--- src/eare_pkg.sv ---
package eare_pkg;

  // operand widths after the counters are summed
  localparam int unsigned CNT_W      = 32;
  localparam int unsigned PACK_IN_W  = 33;
  localparam int unsigned DIVIDEND_W = 34;
  localparam int unsigned DIVISOR_W  = 33;
  localparam int unsigned DIV_CNT_W  = 6;
  localparam int unsigned PCT_W      = 7;
  localparam int unsigned THR_W      = PCT_W + CNT_W;

  localparam int unsigned MANT_BITS  = 13;
  localparam int unsigned EXP_BITS   = 3;
  localparam logic [15:0] PACK_SAT   = 16'hFFFF;
  localparam logic [15:0] MEM_SAT    = 16'hFFFF;
  localparam logic [PCT_W-1:0] PCT_SCALE = 7'd100;

  localparam int unsigned N_LANES    = 4;

  // configuration register indexes
  localparam logic [1:0] REG_ENABLE  = 2'd0;
  localparam logic [1:0] REG_SUSPEND = 2'd1;
  localparam logic [1:0] REG_RESUME  = 2'd2;

  localparam logic [PCT_W-1:0] SUSPEND_RESET = 7'd2;
  localparam logic [PCT_W-1:0] RESUME_RESET  = 7'd4;

  // space event codes
  localparam logic [1:0] EV_NONE    = 2'd0;
  localparam logic [1:0] EV_RESUME  = 2'd1;
  localparam logic [1:0] EV_SUSPEND = 2'd2;

  typedef struct packed {
    logic        done;
    logic [15:0] code;
  } lane_status_t;

  typedef struct packed {
    logic        done;
    logic [15:0] quotient;
  } div_status_t;

endpackage

--- src/eare_pack_lane.sv ---
module eare_pack_lane (
  input  logic                              clk,
  input  logic                              rst,
  input  logic                              start,
  input  logic [eare_pkg::PACK_IN_W-1:0]    value,
  output eare_pkg::lane_status_t            status
);

  logic                                  busy;
  logic                                  done;
  logic [eare_pkg::PACK_IN_W-1:0]        t;
  logic [eare_pkg::EXP_BITS-1:0]         ex;
  logic                                  rnd;
  logic [15:0]                           code;

  logic                                  big;
  logic [eare_pkg::MANT_BITS:0]          inc;
  logic [eare_pkg::MANT_BITS-1:0]        mant;
  logic [eare_pkg::EXP_BITS:0]           ex_fin;
  logic [15:0]                           code_next;

  assign big = |t[eare_pkg::PACK_IN_W-1:eare_pkg::MANT_BITS];
  assign inc = {1'b0, t[eare_pkg::MANT_BITS-1:0]} + {{eare_pkg::MANT_BITS{1'b0}}, 1'b1};

  // round on the last dropped group, renormalize if the carry reaches the limit
  always_comb begin
    mant   = t[eare_pkg::MANT_BITS-1:0];
    ex_fin = {1'b0, ex};
    if (rnd) begin
      if (inc[eare_pkg::MANT_BITS]) begin
        mant   = eare_pkg::MANT_BITS'(inc >> 3);
        ex_fin = {1'b0, ex} + 4'd1;
      end else begin
        mant = inc[eare_pkg::MANT_BITS-1:0];
      end
    end
    if (ex_fin[eare_pkg::EXP_BITS]) begin
      code_next = eare_pkg::PACK_SAT;
    end else begin
      code_next = {ex_fin[eare_pkg::EXP_BITS-1:0], mant};
    end
  end

  always_ff @(posedge clk) begin
    if (rst) begin
      busy <= 1'b0;
      done <= 1'b0;
    end else if (start) begin
      busy <= 1'b1;
      done <= 1'b0;
      t    <= value;
      ex   <= '0;
      rnd  <= 1'b0;
    end else if (busy) begin
      if (big) begin
        ex  <= ex + 3'd1;
        rnd <= t[2];
        t   <= t >> 3;
      end else begin
        busy <= 1'b0;
        done <= 1'b1;
        code <= code_next;
      end
    end
  end

  assign status.done = done;
  assign status.code = code;

endmodule

--- src/eare_divider.sv ---
module eare_divider (
  input  logic                              clk,
  input  logic                              rst,
  input  logic                              start,
  input  logic [eare_pkg::DIVIDEND_W-1:0]   dividend,
  input  logic [eare_pkg::DIVISOR_W-1:0]    divisor,
  output eare_pkg::div_status_t             status
);

  logic                                  busy;
  logic                                  done;
  logic [eare_pkg::DIV_CNT_W-1:0]        cnt;
  logic [eare_pkg::DIVIDEND_W-1:0]       q;
  logic [eare_pkg::DIVISOR_W-1:0]        rem;
  logic [eare_pkg::DIVISOR_W-1:0]        d;
  logic [15:0]                           quotient;

  logic [eare_pkg::DIVISOR_W:0]          rs;
  logic                                  fits;
  logic [eare_pkg::DIVIDEND_W-1:0]       q_next;
  logic [eare_pkg::DIVISOR_W-1:0]        rem_next;

  // one restoring step per cycle
  assign rs       = {rem, q[eare_pkg::DIVIDEND_W-1]};
  assign fits     = rs >= {1'b0, d};
  assign rem_next = fits ? eare_pkg::DIVISOR_W'(rs - {1'b0, d})
                         : rs[eare_pkg::DIVISOR_W-1:0];
  assign q_next   = {q[eare_pkg::DIVIDEND_W-2:0], fits};

  always_ff @(posedge clk) begin
    if (rst) begin
      busy <= 1'b0;
      done <= 1'b0;
    end else if (start) begin
      if (divisor == '0) begin
        busy     <= 1'b0;
        done     <= 1'b1;
        quotient <= '0;
      end else begin
        busy <= 1'b1;
        done <= 1'b0;
      end
      cnt <= '0;
      q   <= dividend;
      rem <= '0;
      d   <= divisor;
    end else if (busy) begin
      q   <= q_next;
      rem <= rem_next;
      cnt <= cnt + 1'b1;
      if (cnt == eare_pkg::DIV_CNT_W'(eare_pkg::DIVIDEND_W - 1)) begin
        busy     <= 1'b0;
        done     <= 1'b1;
        quotient <= (|q_next[eare_pkg::DIVIDEND_W-1:16]) ? eare_pkg::MEM_SAT : q_next[15:0];
      end
    end
  end

  assign status.done     = done;
  assign status.quotient = quotient;

endmodule

--- src/exit_accounting_record_encoder_top.sv ---
// exit accounting record encoder
//
// s_* channel: one process-exit event per transfer, eleven 32-bit counters in
// s_tdata. m_* channel: exactly one result per event; m_tuser carries the
// record flag and the space event, m_tdata the packed times, I/O and memory.
// cfg_* channel: register writes (0 enable, 1 suspend percent, 2 resume
// percent), taken only while no event is in flight and the output is empty;
// a write to register 0 clears the suspended state.
//
// the space decision is registered after the threshold multiply (ST_MUL) and
// the compare (ST_DECIDE). a record then needs the four packing lanes (in
// parallel) and the 34-step restoring divider for the average memory before
// the result is loaded. one item is worked on at a time; the next event is
// taken once the result sits in the output register and the block is idle
// again, unless a register write is pending.
//
// reset clears the control state, disables logging and loads the default
// thresholds. a stalled receiver holds the result in m_tdata/m_tuser; the
// block takes one more event and then waits until the output register frees.
module exit_accounting_record_encoder_top #(
  parameter int unsigned COUNTER_BITS = 32
) (
  input  logic         clk,
  input  logic         rst,
  input  logic         s_tvalid,
  output logic         s_tready,
  // user_seconds, system_seconds, now_seconds, start_seconds, blocks_read,
  // blocks_written, text_rss_integral, data_rss_integral, stack_rss_integral,
  // free_blocks, total_blocks (32 bits each)
  input  logic [351:0] s_tdata,
  output logic         m_tvalid,
  input  logic         m_tready,
  // packed_user_time, packed_system_time, packed_elapsed_time,
  // packed_io_blocks, average_memory (16 bits each)
  output logic [79:0]  m_tdata,
  // record_valid, space_event[1:0]
  output logic [2:0]   m_tuser,
  input  logic         cfg_valid,
  output logic         cfg_ready,
  input  logic [1:0]   cfg_index,
  input  logic [6:0]   cfg_data
);

  localparam int unsigned CW = (COUNTER_BITS < 32) ? COUNTER_BITS : 32;
  localparam logic [31:0] CNT_MASK = 32'hFFFF_FFFF >> (32 - CW);

  localparam logic [2:0] ST_IDLE   = 3'd0;
  localparam logic [2:0] ST_MUL    = 3'd1;
  localparam logic [2:0] ST_DECIDE = 3'd2;
  localparam logic [2:0] ST_WORK   = 3'd3;
  localparam logic [2:0] ST_FINISH = 3'd4;

  logic [2:0] state;

  logic                               enabled;
  logic [eare_pkg::PCT_W-1:0]         suspend_pct;
  logic [eare_pkg::PCT_W-1:0]         resume_pct;
  logic                               suspended;

  logic [31:0]                        usr_w, sys_w, now_w, start_w, rd_w, wr_w;
  logic [31:0]                        rt_w, rdt_w, rs_w;

  logic [eare_pkg::PACK_IN_W-1:0]     usr_r, sys_r, elapsed_r, io_r;
  logic [eare_pkg::DIVISOR_W-1:0]     cpu_r;
  logic [eare_pkg::DIVIDEND_W-1:0]    rss_r;
  logic [31:0]                        free_r, total_r;

  logic [eare_pkg::THR_W-1:0]         thr_susp, thr_res, free100;
  logic                               resume_ok, susp_hit;

  logic                               res_record;
  logic [1:0]                         res_event;
  logic                               work_start;

  eare_pkg::lane_status_t             lane_st [eare_pkg::N_LANES];
  logic [eare_pkg::PACK_IN_W-1:0]     lane_in [eare_pkg::N_LANES];
  logic [eare_pkg::N_LANES-1:0]       lane_done;
  eare_pkg::div_status_t              div_st;

  logic                               out_free;

  // a pending register write goes first
  assign s_tready  = (state == ST_IDLE) && !cfg_valid;
  assign cfg_ready = (state == ST_IDLE) && !m_tvalid;
  assign out_free  = !m_tvalid || m_tready;

  assign usr_w   = s_tdata[31:0]    & CNT_MASK;
  assign sys_w   = s_tdata[63:32]   & CNT_MASK;
  assign now_w   = s_tdata[95:64];
  assign start_w = s_tdata[127:96];
  assign rd_w    = s_tdata[159:128] & CNT_MASK;
  assign wr_w    = s_tdata[191:160] & CNT_MASK;
  assign rt_w    = s_tdata[223:192] & CNT_MASK;
  assign rdt_w   = s_tdata[255:224] & CNT_MASK;
  assign rs_w    = s_tdata[287:256] & CNT_MASK;

  // floor(p * total / 100) < free  <=>  p * total < 100 * free
  assign resume_ok = thr_res < free100;
  assign susp_hit  = thr_susp >= free100;

  assign work_start = (state == ST_DECIDE) && enabled && (!suspended || resume_ok) && !susp_hit;

  assign lane_in[0] = usr_r;
  assign lane_in[1] = sys_r;
  assign lane_in[2] = elapsed_r;
  assign lane_in[3] = io_r;

  for (genvar g = 0; g < eare_pkg::N_LANES; g++) begin : g_lane
    eare_pack_lane u_lane (
      .clk    (clk),
      .rst    (rst),
      .start  (work_start),
      .value  (lane_in[g]),
      .status (lane_st[g])
    );
    assign lane_done[g] = lane_st[g].done;
  end

  eare_divider u_div (
    .clk      (clk),
    .rst      (rst),
    .start    (work_start),
    .dividend (rss_r),
    .divisor  (cpu_r),
    .status   (div_st)
  );

  always_ff @(posedge clk) begin
    if (rst) begin
      state       <= ST_IDLE;
      enabled     <= 1'b0;
      suspend_pct <= eare_pkg::SUSPEND_RESET;
      resume_pct  <= eare_pkg::RESUME_RESET;
      suspended   <= 1'b0;
      m_tvalid    <= 1'b0;
    end else begin
      // the finish state reloads the output itself
      if (m_tvalid && m_tready && (state != ST_FINISH)) begin
        m_tvalid <= 1'b0;
      end
      unique case (state)
        ST_IDLE: begin
          if (s_tvalid && s_tready) begin
            usr_r     <= {1'b0, usr_w};
            sys_r     <= {1'b0, sys_w};
            elapsed_r <= (now_w >= start_w) ? {1'b0, now_w - start_w} : '0;
            io_r      <= {1'b0, rd_w} + {1'b0, wr_w};
            cpu_r     <= {1'b0, usr_w} + {1'b0, sys_w};
            rss_r     <= {2'b0, rt_w} + {2'b0, rdt_w} + {2'b0, rs_w};
            free_r    <= s_tdata[319:288];
            total_r   <= s_tdata[351:320];
            state     <= ST_MUL;
          end
        end
        ST_MUL: begin
          thr_susp <= eare_pkg::THR_W'(suspend_pct) * eare_pkg::THR_W'(total_r);
          thr_res  <= eare_pkg::THR_W'(resume_pct) * eare_pkg::THR_W'(total_r);
          free100  <= eare_pkg::THR_W'(free_r) * eare_pkg::THR_W'(eare_pkg::PCT_SCALE);
          state    <= ST_DECIDE;
        end
        ST_DECIDE: begin
          res_record <= 1'b0;
          res_event  <= eare_pkg::EV_NONE;
          state      <= ST_FINISH;
          priority if (!enabled) begin
            res_event <= eare_pkg::EV_NONE;
          end else if (suspended && !resume_ok) begin
            res_event <= eare_pkg::EV_NONE;
          end else if (susp_hit) begin
            // covers resume and re-suspend in the same event
            suspended <= 1'b1;
            res_event <= eare_pkg::EV_SUSPEND;
          end else begin
            suspended  <= 1'b0;
            res_record <= 1'b1;
            res_event  <= suspended ? eare_pkg::EV_RESUME : eare_pkg::EV_NONE;
            state      <= ST_WORK;
          end
        end
        ST_WORK: begin
          if ((&lane_done) && div_st.done) begin
            state <= ST_FINISH;
          end
        end
        ST_FINISH: begin
          if (out_free) begin
            m_tvalid <= 1'b1;
            m_tuser  <= {res_event, res_record};
            if (res_record) begin
              m_tdata <= {div_st.quotient, lane_st[3].code, lane_st[2].code,
                          lane_st[1].code, lane_st[0].code};
            end else begin
              m_tdata <= '0;
            end
            state <= ST_IDLE;
          end
        end
        default: state <= ST_IDLE;
      endcase
      // configuration writes arrive only while idle
      if (cfg_valid && cfg_ready) begin
        unique case (cfg_index)
          eare_pkg::REG_ENABLE: begin
            enabled   <= cfg_data[0];
            suspended <= 1'b0;
          end
          eare_pkg::REG_SUSPEND: suspend_pct <= cfg_data;
          eare_pkg::REG_RESUME:  resume_pct  <= cfg_data;
          default: ;
        endcase
      end
    end
  end

`ifndef ASSERT_OFF
  a_no_record_on_suspend: assert property (@(posedge clk) disable iff (rst)
    m_tvalid |-> !(m_tuser[0] && (m_tuser[2:1] == eare_pkg::EV_SUSPEND)))
    else $error("record emitted together with a suspend event");

  a_event_code_legal: assert property (@(posedge clk) disable iff (rst)
    m_tvalid |-> (m_tuser[2:1] != 2'd3))
    else $error("illegal space event code");

  a_empty_payload: assert property (@(posedge clk) disable iff (rst)
    (m_tvalid && !m_tuser[0]) |-> (m_tdata == '0))
    else $error("payload not cleared on a result without a record");

  a_record_units_done: assert property (@(posedge clk) disable iff (rst)
    (state == ST_FINISH && res_record) |-> ((&lane_done) && div_st.done))
    else $error("record finished before lanes and divider completed");

  a_suspend_sets_flag: assert property (@(posedge clk) disable iff (rst)
    (state == ST_FINISH && res_event == eare_pkg::EV_SUSPEND && !cfg_valid) |-> suspended)
    else $error("suspend event without suspended state");
`endif

endmodule
--- config.mk ---
export PLATFORM = sky130hd
export DESIGN_NAME = exit_accounting_record_encoder_top
export DESIGN_NICKNAME = d
export VERILOG_FILES = /design/src/eare_pkg.sv /design/src/eare_pack_lane.sv /design/src/eare_divider.sv /design/src/exit_accounting_record_encoder_top.sv
export SDC_FILE = /design/constraint.sdc
export NUM_CORES = 2
export LEC_CHECK = 0
export BUFFER_PORTS_ARGS = -buffer_cell sky130_fd_sc_hd__clkbuf_2
export CORE_UTILIZATION = 50
export CTS_CLUSTER_DIAMETER = 120
export DETAILED_ROUTE_END_ITERATION = 6
export GPL_ROUTABILITY_DRIVEN = 1
export GPL_TIMING_DRIVEN = 0
export HOLD_SLACK_MARGIN = 0.05
export PLACE_DENSITY = 0.76
export SETUP_SLACK_MARGIN = 0.15
export SYNTH_ARGS = -nofsm -noshare
export SYNTH_HDL_FRONTEND = slang
export SYNTH_SLANG_ARGS = --single-unit
--- constraint.sdc ---
create_clock -name clk -period 88.6 [get_ports clk]
set_input_delay 8.86 -clock clk [delete_from_list [all_inputs] [get_ports clk]]
set_output_delay 8.86 -clock clk [all_outputs]
set_load 0.005 [all_outputs]
=== Yosys cells after proc, flatten, opt, wreduce, memory -nomap -nowiden ===
Cells that the tools add are included.

* Bits of input ports: 366
* Register bits after elaboration: 826
* Output and inout bits: 86
* Word-level logic and storage cells: 258

* Bitwise logic cells: 7
* Multipliers: 3
* Equality and inequality tests: 12
* Magnitude comparators: 4
* Multiplexer cells: 93
* Reductions and logical operators: 64
* $add $sub $neg: 19

{| class="wikitable"
|+ Operators with widths
! cell !! count
|-
| $mux W33 || 12
|-
| $mux W13 || 8
|-
| $add A32 B32 Y33 || 3
|-
| $mux W16 || 5
|-
| $reduce_or A20 Y1 || 4
|-
| $mul A7 B32 Y39 || 2
|-
| $mux W34 || 2
|-
| $mux W32 || 2
|-
| $add A13 B1 Y14 const B || 4
|-
| $mux W3 || 14
|-
| $ge A39 B39 Y1 || 1
|-
| $lt A39 B39 Y1 || 1
|-
| $mux W1 || 39
|-
| $mul A32 B5 Y37 const B || 1
|-
| $add A33 B32 Y34 || 1
|-
| $ge A34 B33 Y1 || 1
|-
| $logic_not A33 Y1 || 1
|-
| $sub A33 B33 Y33 || 1
|-
| $ge A32 B32 Y1 || 1
|-
| $mux W4 || 8
|-
| $sub A32 B32 Y32 || 1
|-
| $reduce_and A2 Y1 || 12
|-
| $reduce_and A4 Y1 || 6
|-
| $reduce_and A3 Y1 || 7
|-
| other kinds (25) || 65
|}

=== Logic depth before layout (Yosys ltp) ===
* Word-level depth: 8
* Depth in mapped cells: 20
* Gate-level depth less buffers: 19

=== Hierarchy ===
A second synthesis with hierarchy kept.

* Cell total of the unflattened synthesis: 5308
* Area total of the unflattened synthesis: 58687.5 um^2

{| class="wikitable"
|+ Modules (own cells, without submodules)
! module !! instances !! cells each !! sequential area each (um^2) !! area each (um^2)
|-
| exit_accounting_record_encoder_top || 1 || 3855 || 14183.6 || 41124.4
|-
| eare_pack_lane || 4 || 200 || 1631.6 || 2657.5
|-
| eare_divider || 1 || 653 || 3703.6 || 6932.9
|}

=== Least setup slack after synthesis ===
No wires, ideal clock.

* Kind: input -> register
* From: input port cfg_valid
* To: register cpu_r[0] in the netlist's numbering (enable)
* Buffers on the path: 0
* Required time: 87.053 ns
* Slack: 53.137 ns
* Cell stages on the path: 1
* Arrival: 33.916 ns
* Path through: nor4_1

* Longest elaborated chain between the ends: 4

{| class="wikitable"
|+ RTL lines
! what !! RTL line !! RTL
|-
| start: declaration || exit_accounting_record_encoder_top.sv:38 || <nowiki>input logic cfg_valid,</nowiki>
|-
| $logic_not A1 Y1 || exit_accounting_record_encoder_top.sv:83 || <nowiki>assign s_tready = (state == ST_IDLE) && !cfg_valid;</nowiki>
|-
| $logic_and A1 B1 Y1 || exit_accounting_record_encoder_top.sv:83 ||
|-
| $logic_and A1 B1 Y1 || exit_accounting_record_encoder_top.sv:143 || <nowiki>if (s_tvalid && s_tready) begin</nowiki>
|-
| $reduce_and A3 Y1 (no line) || -- ||
|-
| end signal: assignment || exit_accounting_record_encoder_top.sv:148 || <nowiki>cpu_r <= {1'b0, usr_w} + {1'b0, sys_w};</nowiki>
|-
| end: declaration || exit_accounting_record_encoder_top.sv:64 || <nowiki>logic [eare_pkg::DIVISOR_W-1:0] cpu_r;</nowiki>
|}

No other way between the ends.
A chain may end at the register's enable or synchronous reset.

=== Worst setup path in the final report ===
* From: input port cfg_valid
* To: output port s_tready

* Longest elaborated chain between the ends: 2

{| class="wikitable"
|+ RTL lines
! what !! RTL line !! RTL
|-
| $logic_not A1 Y1 || exit_accounting_record_encoder_top.sv:83 ||
|-
| $logic_and A1 B1 Y1 || exit_accounting_record_encoder_top.sv:83 ||
|-
| end: declaration || exit_accounting_record_encoder_top.sv:26 || <nowiki>output logic s_tready,</nowiki>
|}

No other way between the ends.

==> results.sh <==
export IMPL_hold_violations=0
export IMPL_hp_class="reg -> reg"
export IMPL_cts_made_buffers=89
export IMPL_nNetsFinal=7041
export IMPL_end_kind="output pin"
export IMPL_reg2reg_setup_slack_ps=81930
export IMPL_min_period_ps=18450
export IMPL_synthArstFlopShare=0
export IMPL_clkLatencyLatePin_ps=700
export IMPL_drt_iter0_drc=3227
export IMPL_cts_setup_buffers=0
export IMPL_wl_per_cell_um=19.6
export IMPL_synth_area_per_cell_sq_um=11.1
export IMPL_io_pins=452
export IMPL_area_delta_synth_final_pct=13.3
export IMPL_relSlewSlack=0.111
export IMPL_power_density_mw_per_mm2=16.4
export IMPL_yosys_warnings=0
export IMPL_ys_seq_elements=820
export IMPL_first_pass_iters=5
export IMPL_combPwrFrac=0.237
export IMPL_cp_max_fo=5
export IMPL_synth_area_top_cells="edfxtp_1 (41%), fa_1 (12%), ha_1 (9.8%), and2_1 (4.9%), inv_1 (3.9%)"
export IMPL_worstReg2RegStart="suspend_pct[2]$_SDFFE_PP0P_"
export IMPL_dieArea_sq_mm=0.118
export IMPL_reg2reg_depth=18
export IMPL_path_clk_slew_ps=60
export IMPL_grt_max_degree=34
export IMPL_grt_usage=0.248
export IMPL_p_switching_uw=320
export IMPL_cp_required_ps=79740
export IMPL_vias=41500
export IMPL_power_mw=1.08
export IMPL_syn_cell_area_sq_mm=0.0582
export IMPL_p_leak_nw=28.6
export IMPL_grt_pass1_wl_mm=226
export IMPL_fin_crit_sh=0.208
export IMPL_timing_final_ws_setup_ps=70150
export IMPL_synth_edff_count=790
export IMPL_synth_top_cell_by_area="edfxtp_1"
export IMPL_synth_top_area_frac=0.407
export IMPL_grt_pass1_vias=41800
export IMPL_tritoncts="done"
export IMPL_h_tree_depth=3
export IMPL_rsz0062_at_grt="no"
export IMPL_cts_root_buf="clkbuf_16"
export IMPL_drc=0
export IMPL_rows=124
export IMPL_initial_core_util=0.507
export IMPL_cts_buffer_depth=3
export IMPL_drv_slew=0
export IMPL_grt_antenna_before_repair=12
export IMPL_fin_skew_ps=69.9
export IMPL_worstHoldPathCells=0
export IMPL_gp_congestion=0.930
export IMPL_worstPathArrival_ps=9590
export IMPL_utilization=0.574
export IMPL_clock_sinks=820
export IMPL_hold_buffers=0
export IMPL_ys_seq_area_frac=0.418
export IMPL_place_hpwl_mm=116
export IMPL_clock_power_share=0.338
export IMPL_core_region_area_sq_mm=0.115
export IMPL_switching_share=0.296
export IMPL_hold_start="cpu_r[30]$_DFFE_PP_"
export IMPL_cellInternalPower_uw=763
export IMPL_ir_drop_v=0.0000158
export IMPL_vias_per_cell=5.58
export IMPL_overflow=0
export IMPL_hold_end="u_div.d[30]$_DFFE_PP_"
export IMPL_drt_wl_total_mm=146
export IMPL_power_frac_seq=0.424
export IMPL_rr_endpoint="thr_susp[38]$_DFFE_PP_"
export IMPL_status="complete, no violations"
export IMPL_worst_pin_slew_ps=1330
export IMPL_pre_cts_ws_ps=70150
export IMPL_cap_viol_max_count=0
export IMPL_drive_above_1_share=0.148
export IMPL_port_buffers=451
export IMPL_worstSetupPathType="in -> out"
export IMPL_yosysUniqueCellTypes=93
export IMPL_die_height_um=343
export IMPL_ant_nets=0
export IMPL_setup_viol=0
export IMPL_fmax_mhz=54.2
export IMPL_worstSetupStartpointType="input port"
export IMPL_die_x_um=343
export IMPL_syn_instance_count=5250
export IMPL_fin_tns_setup_ps=0
export IMPL_synth_flop_cell="edfxtp_1"
export IMPL_cts_resized=0
export IMPL_synth_fp_nets=6434
## sequential cells by signal, indices dropped and copies added, names as in the netlist, 33 cells and up
name	cells
g_lane.u_lane.t	129
io_r	33
u_div.d	33
free100	37
m_tdata	80
rss_r	34
g_lane.u_lane.code	64
thr_susp	39
u_div.q	34
u_div.rem	33
thr_res	37
cpu_r	33
## worst max path at each step
stage | from | to | slack (ps) | cells after the start
5_1_grt | cfg_valid | s_tready | 70110 | 3
3_3_place_gp | rst | elapsed_r[26]$_SDFFCE_PN0P_ | 39910 | 3
2_1_floorplan | cfg_valid | cpu_r[0]$_DFFE_PP_ | 53140 | 1
6_report | cfg_valid | s_tready | 70150 | 3
4_1_cts | cfg_valid | s_tready | 70140 | 3
3_5_place_dp | cfg_valid | s_tready | 70150 | 3
## synth_stat cells (19+ instances only)
library cell and n:
a211oi_1 27, a21o_1 128, a21oi_1 272, a22o_1 19, a31oi_1 28, and2_1 456, and3_1 44, clkbuf_1 122
dfxtp_1 30, edfxtp_1 790, fa_1 362, ha_1 456, inv_1 602, mux2_2 148, mux2i_1 41, nand2_1 298
nand2b_1 35, nand3_1 87, nand4_1 43, nor2_1 315, nor2b_1 42, nor3_1 80, nor4_1 44, o211ai_1 22
o21a_1 51, o21ai_0 150, o21bai_1 31, o31ai_1 22, or3_1 22, xnor2_1 162, xor2_1 73
## cells in the final DEF, fill, tap and decap left out, types with 73 or more instances in the layout
master	netlist	layout
clkbuf_1	122	139
nor2_1	315	311
edfxtp_1	790	790
xor2_1	73	73
nand3_1	87	87
a21oi_1	272	272
clkbuf_16	0	89
and2_1	456	456
mux2_2	148	148
xnor2_1	162	162
clkbuf_2	0	451
nand2_1	298	298
a21o_1	128	128
inv_1	602	602
ha_1	456	456
nor3_1	80	79
fa_1	362	362
o21ai_0	150	146
## per-stage QoR
step	hold WS (ps)	cells	area, sq um
floorplan	400	5250	58200
global placement	432	7213	62400
detailed placement	432	7277	63100
CTS	450	7436	65900
global route	462	7438	65900
finish	450	7441	66000
## critical path, cell delays in order
cell and delay [ps]:
clkbuf_2 140, nor2_1 390, clkbuf_2 200
## final cells by class
class	count	area, sq um
fill	9506	48900
multi-input combinational	3671	31000
sequential	820	24300
timing repair buffer	516	2890
clock buffer	106	2290
inverter	602	2260
tap	1512	1890
buffer	157	689
clock inverter	53	581
antenna	4	10.0
## layer usage
layer	GRT usage	vias to the layer above	share of wire
li1	-	19600	-
met1	0.329	20200	0.42
met2	0.410	1431	0.48
met3	0.0430	239	0.072
met4	0.0840	4	0.031
met5	0	-	0.00019
## kinds of logic after synthesis
logic type	synth area share
simple gates	0.137
compound gates	0.101
flops	0.418
fa+ha+maj	0.222
buf+inv	0.0507
xor+xnor	0.0354
mux	0.0357
## power by group through the flow
stage	sequential (mW)	combinational (mW)	clock (mW)
after floorplan	0.473	0.182	0
after global placement	0.482	0.244	0
after detailed placement	0.468	0.255	0
after CTS	0.460	0.257	0.374
after global routing	0.461	0.290	0.388
final	0.460	0.257	0.367
No activity file was read; power rests on OpenSTA's default activity.
